File: config.mk
export PLATFORM = sky130hd
export DESIGN_NAME = hmg_fifo
export DESIGN_NICKNAME = d
export VERILOG_FILES = /design/src/hdl/hmg_fifo.sv
export SDC_FILE = /design/constraint.sdc
export NUM_CORES = 1
export LEC_CHECK = 0
export BUFFER_PORTS_ARGS = -buffer_cell sky130_fd_sc_hd__clkbuf_2
export CORE_AREA = 2 2 39 41
export CTS_CLUSTER_SIZE = 24
export DETAILED_ROUTE_END_ITERATION = 12
export DIE_AREA = 0 0 41 43
export GPL_TIMING_DRIVEN = 0
export SYNTH_ARGS = -nofsm -noshare
export SYNTH_HDL_FRONTEND = slang
export SYNTH_SLANG_ARGS = --single-unit
File: constraint.sdc
create_clock -name i_clk -period 1.9 [get_ports i_clk]
set_input_delay 0.57 -clock i_clk [delete_from_list [all_inputs] [get_ports i_clk]]
set_output_delay 0.57 -clock i_clk [all_outputs]
set_load 0.02 [all_outputs]
File: src/hdl/hmg_fifo.sv
// small register queue between front and back end
// depends on nothing but its type parameter
`timescale 1ns / 1ps

module hmg_fifo #(
    parameter type T     = logic,
    parameter int  DEPTH = 2
) (
    input  logic i_clk,
    input  logic i_rst_n,
    input  logic i_push_valid,
    output logic o_push_ready,
    input  T     i_push_data,
    output logic o_pop_valid,
    input  logic i_pop_ready,
    output T     o_pop_data
);
    localparam int PtrW = (DEPTH > 1) ? $clog2(DEPTH) : 1;
    localparam int CntW = $clog2(DEPTH + 1);
    localparam logic [PtrW-1:0] LastPtr = PtrW'(DEPTH - 1);
    localparam logic [CntW-1:0] Full    = CntW'(DEPTH);

    T                r_mem [DEPTH];
    logic [PtrW-1:0] r_wptr;
    logic [PtrW-1:0] r_rptr;
    logic [CntW-1:0] r_count;
    logic            push;
    logic            pop;

    assign o_push_ready = (r_count != Full);
    assign o_pop_valid  = (r_count != '0);
    assign o_pop_data   = r_mem[r_rptr];
    assign push         = i_push_valid && o_push_ready;
    assign pop          = o_pop_valid && i_pop_ready;

    always_ff @(posedge i_clk) begin
        if (!i_rst_n) begin
            r_wptr  <= '0;
            r_rptr  <= '0;
            r_count <= '0;
        end else begin
            if (push) begin
                r_wptr <= (r_wptr == LastPtr) ? '0 : r_wptr + 1'b1;
            end
            if (pop) begin
                r_rptr <= (r_rptr == LastPtr) ? '0 : r_rptr + 1'b1;
            end
            if (push && !pop) begin
                r_count <= r_count + 1'b1;
            end else if (pop && !push) begin
                r_count <= r_count - 1'b1;
            end
        end
    end

    always_ff @(posedge i_clk) begin
        if (push) begin
            r_mem[r_wptr] <= i_push_data;
        end
    end
endmodule

==> impl_summary.log <==
[metrics] routed via count: 217
[metrics] wire length per cell after detailed routing: 8.426 µm
[metrics] unrepaired setup endpoints after global routing: false
[metrics] count of input and output buffers: 7
[metrics] netlist area before placement: 314.1 µm²
[metrics] share of the synthesized area in the top cell type: 0.3187
[metrics] largest voltage drop on the vdd net: 0.4690 mV
[metrics] outcome: finished, final reports clean
[metrics] first-iteration detailed-routing DRC count: 4
[metrics] leakage component of the power: 0.1716 nW
[metrics] number of gates resized after cts: 0
[metrics] initial core utilization: 0.2269
[metrics] Antenna Cells: 0
[metrics] post-detailed-routing wire length: 455 µm
[metrics] cell taking the most area after synthesis: sky130_fd_sc_hd__dfxtp_1
[metrics] Synth Flop Type: sky130_fd_sc_hd__dfxtp_1
[metrics] Post-synth EDFFs: 2
[metrics] CP bufs+invs: 1
[metrics] category of the critical setup timing path: reg -> out
[metrics] met2 wire length: 201 µm
[metrics] residual overflow from global routing: 0
[metrics] async set-or-reset flop fraction in the synthesized netlist: 0
[metrics] max-slew violation count: 0
[metrics] post-route minimum period: 1.632 ns
[metrics] largest net degree at the start of global routing: 6
[metrics] Detail Route met3 WL: 57 µm
[metrics] clock skew after layout: 0.002145 ns
[metrics] Post-Syn Instances: 27
[metrics] WP data required: 1.33 ns
[metrics] die span in y: 43 µm
[metrics] slew at the pin with the worst max-slew slack: 0.2124 ns
[metrics] slowest CP cell: sky130_fd_sc_hd__dfxtp_1
[metrics] part of the cycle the worst path needs: 0.8588
[metrics] Avg Inst Size Synth: 11.63 µm²
[metrics] final number of setup-violating endpoints: 0
[metrics] Multi-input gate area: 150.1 µm²
[metrics] placed wire-length estimate after detailed placement: 360.5 µm
[metrics] pwr/cell area: 1533 mW/mm²
[metrics] die footprint: 0.001763 mm²
[metrics] relative slew slack: 0.8575
[metrics] critical path capture point type: output port
[metrics] P&R area growth vs syn: 25.90%
[metrics] clk slew on worst S/H paths: 0.05 ns
[metrics] chain of cells forming the critical path: or2_2, clkbuf_2
[metrics] x dimension of the die: 41 µm
[metrics] number of sinks handled by clock tree synthesis: 7
[metrics] Storage cell area: 160.2 µm²
[metrics] TritonCTS buffer count: 3
[metrics] latest clock arrival within the worst-skew pair: 0.25 ns
[metrics] final weighted congestion of routability-driven global placement: 0.6304
[metrics] Hold-fix buffers, CTS: 0
[metrics] IO Count: 8
[metrics] Max Buffers Root-to-Sink: 2
[metrics] startpoint type of the worst setup path: register
[metrics] total DRC errors in the routed layout: 0
[metrics] slowest stage delay, CP: 0.35 ns
[metrics] global routing usage summed across all routing layers: 0.07871
[metrics] Final Non-Filler Cells: 54
[metrics] post-CTS setup buffer count: 0
[metrics] instance count after placement with tap cells included: 50
[metrics] sum of negative setup slack: 0 ns
[metrics] max frequency: 612.9 MHz
[metrics] Vias per Instance: 4.019
[metrics] first drt pass iteration count: 2
[metrics] highest metal layer with signal wires: met3
[metrics] Floorplan Core Area: 0.001384 mm²
[metrics] Hold/Removal Path Class: in -> reg
[metrics] count of warnings emitted by yosys: 0
[metrics] number of global-route vias before repair: 233
[metrics] hold violation total from the final report: 0
[metrics] worst-path fanout max: 5
[metrics] post-detailed-route count of antenna-violating nets: 0
[metrics] number of violations of the max-capacitance limit: 0
[metrics] commonest cells in the synthesized netlist: sky130_fd_sc_hd__dfxtp_1 (5), sky130_fd_sc_hd__and2_1 (4), sky130_fd_sc_hd__edfxtp_1 (2), sky130_fd_sc_hd__xnor2_1 (2)
[metrics] final layout net count: 45
[metrics] wire length on met1: 196 µm
[metrics] number of fillers in the final layout: 156
[metrics] cell types occupying the most area after synthesis: sky130_fd_sc_hd__dfxtp_1 (32%), sky130_fd_sc_hd__edfxtp_1 (19%), sky130_fd_sc_hd__and2_1 (8.0%)
[metrics] initial antenna violation count: 0
[metrics] flop and latch count out of synthesis: 7
[metrics] placement row count: 14
[metrics] deepest level of the CTS H-tree: 1
[metrics] global-route wire length before repair: 848 µm
[metrics] library cell with the highest instance count after synthesis: sky130_fd_sc_hd__dfxtp_1
[metrics] post-synthesis net count: 33
[metrics] TritonCTS clock tree: done
[metrics] share of the yosys chip area belonging to registers: 0.5100
[metrics] share of layout cells above drive strength 1: 0.3684
[metrics] WP data arrival: 1.06 ns
[metrics] cell at the root of the clock tree: sky130_fd_sc_hd__clkbuf_4
[metrics] Cell variety after synth: 18
[metrics] cell type group with the largest total delay on the critical path: flip-flops
[power breakdown]
part           leakage [nW]  internal (mW)  switching (mW)
Sequential           0.0600          0.199          0.0355
Clock                0.0150         0.0801          0.0540
Combinational        0.0966          0.125           0.112
[worst register-to-register path, cell delays in order, from the launching register on]
cell and delay [ns]:
sky130_fd_sc_hd__dfxtp_1 0.35, sky130_fd_sc_hd__nand2b_4 0.17, sky130_fd_sc_hd__and2_1 0.16, sky130_fd_sc_hd__ha_1 0.32
sky130_fd_sc_hd__or3_1 0.35, sky130_fd_sc_hd__a21boi_1 0.14
[cells in the final DEF, fill, tap and decap left out]
| master | synthesis | layout |
|---|---|---|
| sky130_fd_sc_hd__clkbuf_2 | 0 | 7 |
| sky130_fd_sc_hd__dfxtp_1 | 5 | 5 |
| sky130_fd_sc_hd__and2_1 | 4 | 4 |
| sky130_fd_sc_hd__clkbuf_4 | 0 | 3 |
| sky130_fd_sc_hd__xnor2_1 | 2 | 2 |
| sky130_fd_sc_hd__edfxtp_1 | 2 | 2 |
| sky130_fd_sc_hd__nand2b_4 | 1 | 1 |
| sky130_fd_sc_hd__or2_2 | 1 | 1 |
| sky130_fd_sc_hd__o21ai_1 | 1 | 1 |
| sky130_fd_sc_hd__mux2_2 | 1 | 1 |
| sky130_fd_sc_hd__and3_1 | 1 | 1 |
| sky130_fd_sc_hd__nand3b_1 | 1 | 1 |
| sky130_fd_sc_hd__inv_1 | 1 | 1 |
| sky130_fd_sc_hd__a21bo_2 | 1 | 1 |
| sky130_fd_sc_hd__a21boi_0 | 1 | 1 |
| sky130_fd_sc_hd__xor2_1 | 1 | 1 |
| sky130_fd_sc_hd__o21ai_0 | 1 | 1 |
| sky130_fd_sc_hd__or3_1 | 1 | 1 |
| sky130_fd_sc_hd__a21boi_1 | 1 | 1 |
| sky130_fd_sc_hd__ha_1 | 1 | 1 |
| sky130_fd_sc_hd__clkbuf_1 | 0 | 1 |
[worst paths after layout]
kind	cells after the start	startpoint	slack (ns)	end
max	2	r_count[1]$_SDFFE_PN0P_	0.27	o_pop_valid
min	1	i_push_data	0.51	r_mem[1]$_DFFE_PP_
max reg2reg	5	r_count[0]$_SDFFE_PN0P_	0.34	r_count[1]$_SDFFE_PN0P_
min reg2reg	2	r_count[1]$_SDFFE_PN0P_	0.56	r_count[1]$_SDFFE_PN0P_
[metrics by stage]
step                      cell area, µm²  setup slack (ns)  total power [mW]    util  hold slack [ns]
after floorplan                    314.1            0.3667            0.4229       -           0.5124
after global placement             369.1            0.2039            0.4751  0.2667           0.5412
after detailed placement           369.1            0.1936            0.4784  0.2667           0.5480
after CTS                          395.4            0.2588            0.6176  0.2857           0.5061
after global routing               395.4            0.2127            0.6681  0.2857           0.5093
final                              395.4            0.2683            0.6062  0.2857           0.5108
[area by class of cell]
type / count / area share
inverters: 1 / 0.009494
well taps: 16 / 0.05063
repair buffers: 7 / 0.08861
clock buffers: 4 / 0.06646
flip-flops and latches: 7 / 0.4051
multi-input cells: 19 / 0.3797
[layer usage]
layer,vias up,GRT usage
met3,0,0.09424
met2,7,0.09375
met1,95,0.08824
li1,115,-
met4,0,0.02000
met5,-,0
[cells by family (layout without fill, tap and decap cells)]
| family | after synthesis | count (layout) | share of synthesized area |
|---|---|---|---|
| simple gates | 9 | 9 | 0.2072 |
| flops | 7 | 7 | 0.5100 |
| compound gates | 5 | 5 | 0.1115 |
| xor+xnor | 3 | 3 | 0.08368 |
| fa+ha+maj | 1 | 1 | 0.03983 |
| mux | 1 | 1 | 0.03585 |
| buf+inv | 1 | 12 | 0.01194 |
No activity file was read; power rests on OpenSTA's default activity.
