--- src/hdl/hmg_pkg.sv ---
// heightmap mesh generator package: payload structs, configuration struct,
// register indexes and fixed arithmetic constants
// no dependencies
`timescale 1ns / 1ps

package hmg_pkg;

    typedef struct packed {
        logic [7:0] height_sample;
    } t_sample;

    typedef struct packed {
        logic [9:0]  pos_x;
        logic [15:0] pos_y;
        logic [15:0] pos_z;
        logic [15:0] tex_u;
        logic [15:0] tex_v;
        logic        last_of_cell;
    } t_vertex;

    typedef struct packed {
        logic [10:0] grid_width;
        logic [15:0] grid_height;
        logic [15:0] max_height;
        logic [15:0] u_step;
        logic [15:0] v_step;
    } t_cfg;

    // one completed grid cell: bottom-right corner coordinates and four samples
    typedef struct packed {
        logic [15:0] col;
        logic [15:0] row;
        logic [7:0]  s_up;
        logic [7:0]  s_ul;
        logic [7:0]  s_left;
        logic [7:0]  s_cur;
    } t_cell;

    typedef enum logic [2:0] {
        REG_GRID_WIDTH  = 3'd0,
        REG_GRID_HEIGHT = 3'd1,
        REG_MAX_HEIGHT  = 3'd2,
        REG_U_STEP      = 3'd3,
        REG_V_STEP      = 3'd4
    } t_reg_idx;

    localparam logic [10:0] RST_GRID_WIDTH  = 11'd256;
    localparam logic [15:0] RST_GRID_HEIGHT = 16'd256;
    localparam logic [15:0] RST_MAX_HEIGHT  = 16'd7680;
    localparam logic [15:0] RST_U_STEP      = 16'd256;
    localparam logic [15:0] RST_V_STEP      = 16'd256;

    localparam logic [15:0] MIN_DIM     = 16'd2;
    localparam logic [2:0]  LAST_CORNER = 3'd5;

    // divide by 255: multiply by 0x8081 and shift by 23, then one correction
    localparam logic [15:0] RECIP_255  = 16'h8081;
    localparam int          RecipShift = 23;
    localparam int          EstW       = 17;

endpackage

--- src/hdl/hmg_stream_if.sv ---
// valid/ready stream interface carrying one payload of type T
// no dependencies
`timescale 1ns / 1ps

interface hmg_stream_if #(
    parameter type T = logic
) ();
    logic valid;
    logic ready;
    T     data;

    modport source (output valid, output data, input ready);
    modport sink   (input valid, input data, output ready);
endinterface

--- src/hdl/hmg_back.sv ---
// back end: walks each queued cell through its six corners and computes
// height and texture coordinates in a four stage pipeline; uses hmg_pkg, hmg_stream_if
`timescale 1ns / 1ps

module hmg_back import hmg_pkg::*; (
    input  logic         i_clk,
    input  logic         i_rst_n,
    input  t_cfg         i_cfg,
    input  logic         i_cell_valid,
    output logic         o_cell_ready,
    input  t_cell        i_cell,
    hmg_stream_if.source o_vertex
);
    logic [2:0]      r_corner;
    logic            en;
    logic            issue;
    logic            corner_last;
    logic [15:0]     sel_x;
    logic [15:0]     sel_z;
    logic [7:0]      sel_s;

    logic            r1_valid;
    logic [15:0]     r1_x;
    logic [15:0]     r1_z;
    logic [7:0]      r1_s;
    logic            r1_last;

    logic            r2_valid;
    logic [23:0]     r2_prod;
    logic [15:0]     r2_x;
    logic [15:0]     r2_z;
    logic [15:0]     r2_u;
    logic [15:0]     r2_v;
    logic            r2_last;

    logic            r3_valid;
    logic [23:0]     r3_prod;
    logic [EstW-1:0] r3_est;
    logic [15:0]     r3_x;
    logic [15:0]     r3_z;
    logic [15:0]     r3_u;
    logic [15:0]     r3_v;
    logic            r3_last;

    logic            r4_valid;
    t_vertex         r4_vtx;

    logic [23:0]     prod;
    logic [31:0]     u_full;
    logic [31:0]     v_full;
    logic [39:0]     est_full;
    logic [24:0]     est_x255;
    logic [EstW-1:0] quot;

    assign en          = !r4_valid || o_vertex.ready;
    assign issue       = en && i_cell_valid;
    assign corner_last = (r_corner == LAST_CORNER);
    assign o_cell_ready = en && corner_last;

    // corner order 1,0,2,2,3,1 around the cell
    always_comb begin
        unique case (r_corner)
            3'd0: begin
                sel_x = i_cell.col;
                sel_z = i_cell.row - 16'd1;
                sel_s = i_cell.s_up;
            end
            3'd1: begin
                sel_x = i_cell.col - 16'd1;
                sel_z = i_cell.row - 16'd1;
                sel_s = i_cell.s_ul;
            end
            3'd2, 3'd3: begin
                sel_x = i_cell.col - 16'd1;
                sel_z = i_cell.row;
                sel_s = i_cell.s_left;
            end
            3'd4: begin
                sel_x = i_cell.col;
                sel_z = i_cell.row;
                sel_s = i_cell.s_cur;
            end
            default: begin
                sel_x = i_cell.col;
                sel_z = i_cell.row - 16'd1;
                sel_s = i_cell.s_up;
            end
        endcase
    end

    always_comb begin
        prod     = r1_s * i_cfg.max_height;
        u_full   = r1_x * i_cfg.u_step;
        v_full   = r1_z * i_cfg.v_step;
        est_full = r2_prod * RECIP_255;
        est_x255 = {r3_est, 8'b0} - 25'(r3_est);
        quot     = (est_x255 > {1'b0, r3_prod}) ? r3_est - 1'b1 : r3_est;
    end

    always_ff @(posedge i_clk) begin
        if (!i_rst_n) begin
            r_corner <= '0;
            r1_valid <= 1'b0;
            r2_valid <= 1'b0;
            r3_valid <= 1'b0;
            r4_valid <= 1'b0;
        end else if (en) begin
            if (issue) begin
                r_corner <= corner_last ? 3'd0 : r_corner + 3'd1;
            end
            r1_valid <= issue;
            r2_valid <= r1_valid;
            r3_valid <= r2_valid;
            r4_valid <= r3_valid;
        end
    end

    always_ff @(posedge i_clk) begin
        if (en) begin
            r1_x    <= sel_x;
            r1_z    <= sel_z;
            r1_s    <= sel_s;
            r1_last <= corner_last;

            r2_prod <= prod;
            r2_x    <= r1_x;
            r2_z    <= r1_z;
            r2_u    <= u_full[15:0];
            r2_v    <= v_full[15:0];
            r2_last <= r1_last;

            r3_prod <= r2_prod;
            r3_est  <= est_full[RecipShift +: EstW];
            r3_x    <= r2_x;
            r3_z    <= r2_z;
            r3_u    <= r2_u;
            r3_v    <= r2_v;
            r3_last <= r2_last;

            r4_vtx.pos_x        <= r3_x[9:0];
            r4_vtx.pos_y        <= quot[15:0];
            r4_vtx.pos_z        <= r3_z;
            r4_vtx.tex_u        <= r3_u;
            r4_vtx.tex_v        <= r3_v;
            r4_vtx.last_of_cell <= r3_last;
        end
    end

    assign o_vertex.valid = r4_valid;
    assign o_vertex.data  = r4_vtx;
endmodule

--- src/flat_wrapper.sv ---
// flat-port wrapper written by rule: the top's interface ports become plain ports
module hmg_back_flat import hmg_pkg::*;
  (i_clk, i_rst_n, i_cfg, i_cell_valid, o_cell_ready, i_cell, o_vertex_valid, o_vertex_data, o_vertex_ready);
  hmg_stream_if o_vertex_i ();
  input  logic i_clk;
  input  logic i_rst_n;
  input  t_cfg i_cfg;
  input  logic i_cell_valid;
  output logic o_cell_ready;
  input  t_cell i_cell;
  output wire logic [$bits(o_vertex_i.valid)-1:0] o_vertex_valid;
  output wire logic [$bits(o_vertex_i.data)-1:0] o_vertex_data;
  input wire logic [$bits(o_vertex_i.ready)-1:0] o_vertex_ready;
  assign o_vertex_valid = o_vertex_i.valid;
  assign o_vertex_data = o_vertex_i.data;
  assign o_vertex_i.ready = o_vertex_ready;
  hmg_back u_core (.i_clk(i_clk), .i_rst_n(i_rst_n), .i_cfg(i_cfg), .i_cell_valid(i_cell_valid), .o_cell_ready(o_cell_ready), .i_cell(i_cell), .o_vertex(o_vertex_i));
endmodule
--- config.mk ---
export PLATFORM = sky130hd
export DESIGN_NAME = hmg_back_flat
export DESIGN_NICKNAME = d
export VERILOG_FILES = /design/src/hdl/hmg_pkg.sv /design/src/hdl/hmg_stream_if.sv /design/src/hdl/hmg_back.sv /design/src/flat_wrapper.sv
export SDC_FILE = /design/constraint.sdc
export NUM_CORES = 1
export LEC_CHECK = 0
export ABC_AREA = 1
export BUFFER_PORTS_ARGS = -buffer_cell sky130_fd_sc_hd__buf_2
export CAP_MARGIN = 20
export CORE_MARGIN = 5
export CORE_UTILIZATION = 17
export DETAILED_ROUTE_END_ITERATION = 8
export GPL_TIMING_DRIVEN = 0
export PLACE_DENSITY = 0.84
export SLEW_MARGIN = 0
export SYNTH_ARGS = -nofsm -noshare
export SYNTH_HDL_FRONTEND = slang
export SYNTH_SLANG_ARGS = --single-unit
--- constraint.sdc ---
create_clock -name i_clk -period 0.95 [get_ports i_clk]
set_input_delay 0.19 -clock i_clk [delete_from_list [all_inputs] [get_ports i_clk]]
set_output_delay 0.19 -clock i_clk [all_outputs]
set_load 0.005 [all_outputs]
==> out/results.tsv <==
metric	value	unit
synth_area_leaders	dfxtp_1, edfxtp_1, inv_1, a21oi_1, nand2_1	
fill_cells	284	
cts_tree	done	
final_area	608	sq um
gp_congestion	0.710	
end_kind	output pin	
fin_crit_sh	123	%
start_util	17.6	%
clk_latency	270	ps
tns	-319	ps
io_pins	146	
grtUsageTotal	6.32	%
grt_max_degree	10	
viasPerCell	4.03	
hold_buffers	0	
syn_inst	47	
instances_no_fill	92	
root_buffer	clkbuf_4	
status	finished, violations left	
die-area	3680	sq um
grt_remaining_overflow	0	
hold_violations	0	
antenna_found_initial	0	
cp_max_fo	2	
maxSlewViolCount	0	
clockBufferDepth	2	
critical_path_required	760	ps
crit_arrival	980	ps
yosys.area.top_type	dfxtp_1	
area_growth	39.3	%
drc_errors	0	
core_area	2480	sq um
vias	371	
nets	206	
row_count	18	
netlist_area	437	sq um
syn_avg_cell_area	9.29	sq um
yosysTopAreaCellShare	32.1	%
io_buffers	6	
ir_worst_vdd	0.904	mV
die_height	60.7	um
min_period	1170	ps
clock_skew	4.66	ps
violations	setup timing	
drt-pass1-iter-count	4	
dp_cells	83	
slew_headroom	90.0	%
grt_pass1_wl	1680	um
cts_htree_levels	1	
n_antenna_cell	0	
ant_nets	0	
p_per_area	1560	nW/um^2
setup_viol	3	
cp-start-kind	flop	
cts_buffers	3	
grt_setup_unrepaired	yes	
placed_cell_area	504	sq um
post-route-util	24.5	%
wl	1030	um
drt_iter0_drc	11	
drive_above_1_share	40.3	%
fmax	0.853	GHz
holdWs	222	ps
synth-seq-cells	11	
ys_seq_area_share	59.6	%
cap_violations	0	
grt_pass1_vias	420	
p_leak	0.272	nW
crit_type	flop to output pin	
hold_class	input pin to flop	
path_clk_slew	70	ps
yosys_warnings	0	
clock_sinks	11	
syn_nets	190	
tightest_slew	150	ps
drt-wirelength-per-cell	11.2	um
synth.distinct_cells	14	
layout_common_cells	nor2_1, inv_1	
setup_ws	-222	ps
die_w	60.7	um
dp_hpwl	708	um
-- report_power, final --
part	switching (W)	leakage [nW]	total, W	internal, W
clock network	0.000154	0.0150	0.000316	0.000162
registers	0.0000138	0.107	0.000525	0.000511
logic	0.0000601	0.150	0.000109	0.0000487
total	0.000228	0.272	0.000950	0.000722
-- cells in the mapped netlist --
| cell type | n |
|---|---|
| o21ai_0 | 1 |
| nand2_4 | 2 |
| nor2_2 | 1 |
| nand3_1 | 2 |
| a21oi_1 | 5 |
| inv_1 | 8 |
| nand2_1 | 6 |
| dfxtp_1 | 7 |
| nor2_1 | 6 |
| edfxtp_1 | 4 |
| nand4_1 | 2 |
| nor2_4 | 1 |
| o21ai_1 | 1 |
| inv_2 | 1 |
-- critical path: stages (launching register included) --
cell and delay (ps):
dfxtp_2 340, inv_2 40, nor2_1 80, nand2_1 70, nor2_1 80, buf_2 110
-- routing by layer --
layer  GRT usage [%]  share of wire (%)
met3            3.83                5.1
met2            12.2                 57
met1            5.28                 36
met4            1.86                1.6
met5               0                  0
-- path summary, 6_finish.rpt --
check                     startpoint            endpoint  slack [ps]  cells past startpoint
hold reg to reg       u_core.r1_last      u_core.r2_last         430                      0
setup reg to reg  u_core.r_corner[1]      u_core.r1_last          30                      4
hold / removal               i_rst_n  u_core.r_corner[1]         220                      3
setup / recovery  u_core.r_corner[0]        o_cell_ready        -220                      5
-- per-stage QoR --
stage,total power [W],worst slack [ps]
after CTS,0.000937,-229
after detailed placement,0.000610,-46.2
final,0.000950,-222
after global routing,0.000997,-333
after floorplan,0.000577,93.7
after global placement,0.000601,-39.4
-- sequential cells by signal (all words and copies together) (netlist names) --
register	cells
u_core.r2_last	1
u_core.r2_valid	1
u_core.o_vertex.valid	1
u_core.r_corner	3
u_core.r1_valid	1
u_core.r3_valid	1
u_core.r1_last	1
u_core.r3_last	1
u_core.o_vertex.data	1
-- cells by family (layout without fill, tap and decap cells) --
group / after synthesis / after routing / share of synthesized area, %
buffers and inverters: 9 / 24 / 7.74
AND/OR/NAND/NOR: 20 / 20 / 24.6
flip-flops: 11 / 11 / 59.6
AO/OA/AOI/OAI: 7 / 7 / 8.02
-- final cells by class --
type | count | area (sq um) | area share [%]
inverter | 9 | 33.8 | 5.56
timing repair buffer | 11 | 81.3 | 13.4
sequential | 11 | 265 | 43.6
clock buffer | 4 | 26.3 | 4.32
tap | 30 | 37.5 | 6.17
multi-input combinational | 27 | 164 | 27.0
-- what timing repair did --
item,4_1_cts,5_1_grt
pin swaps,1,0
resized for setup,5,8
setup endpoints to repair,3,7
buffers inserted,3,2
Power figures use the tool's default switching activity.
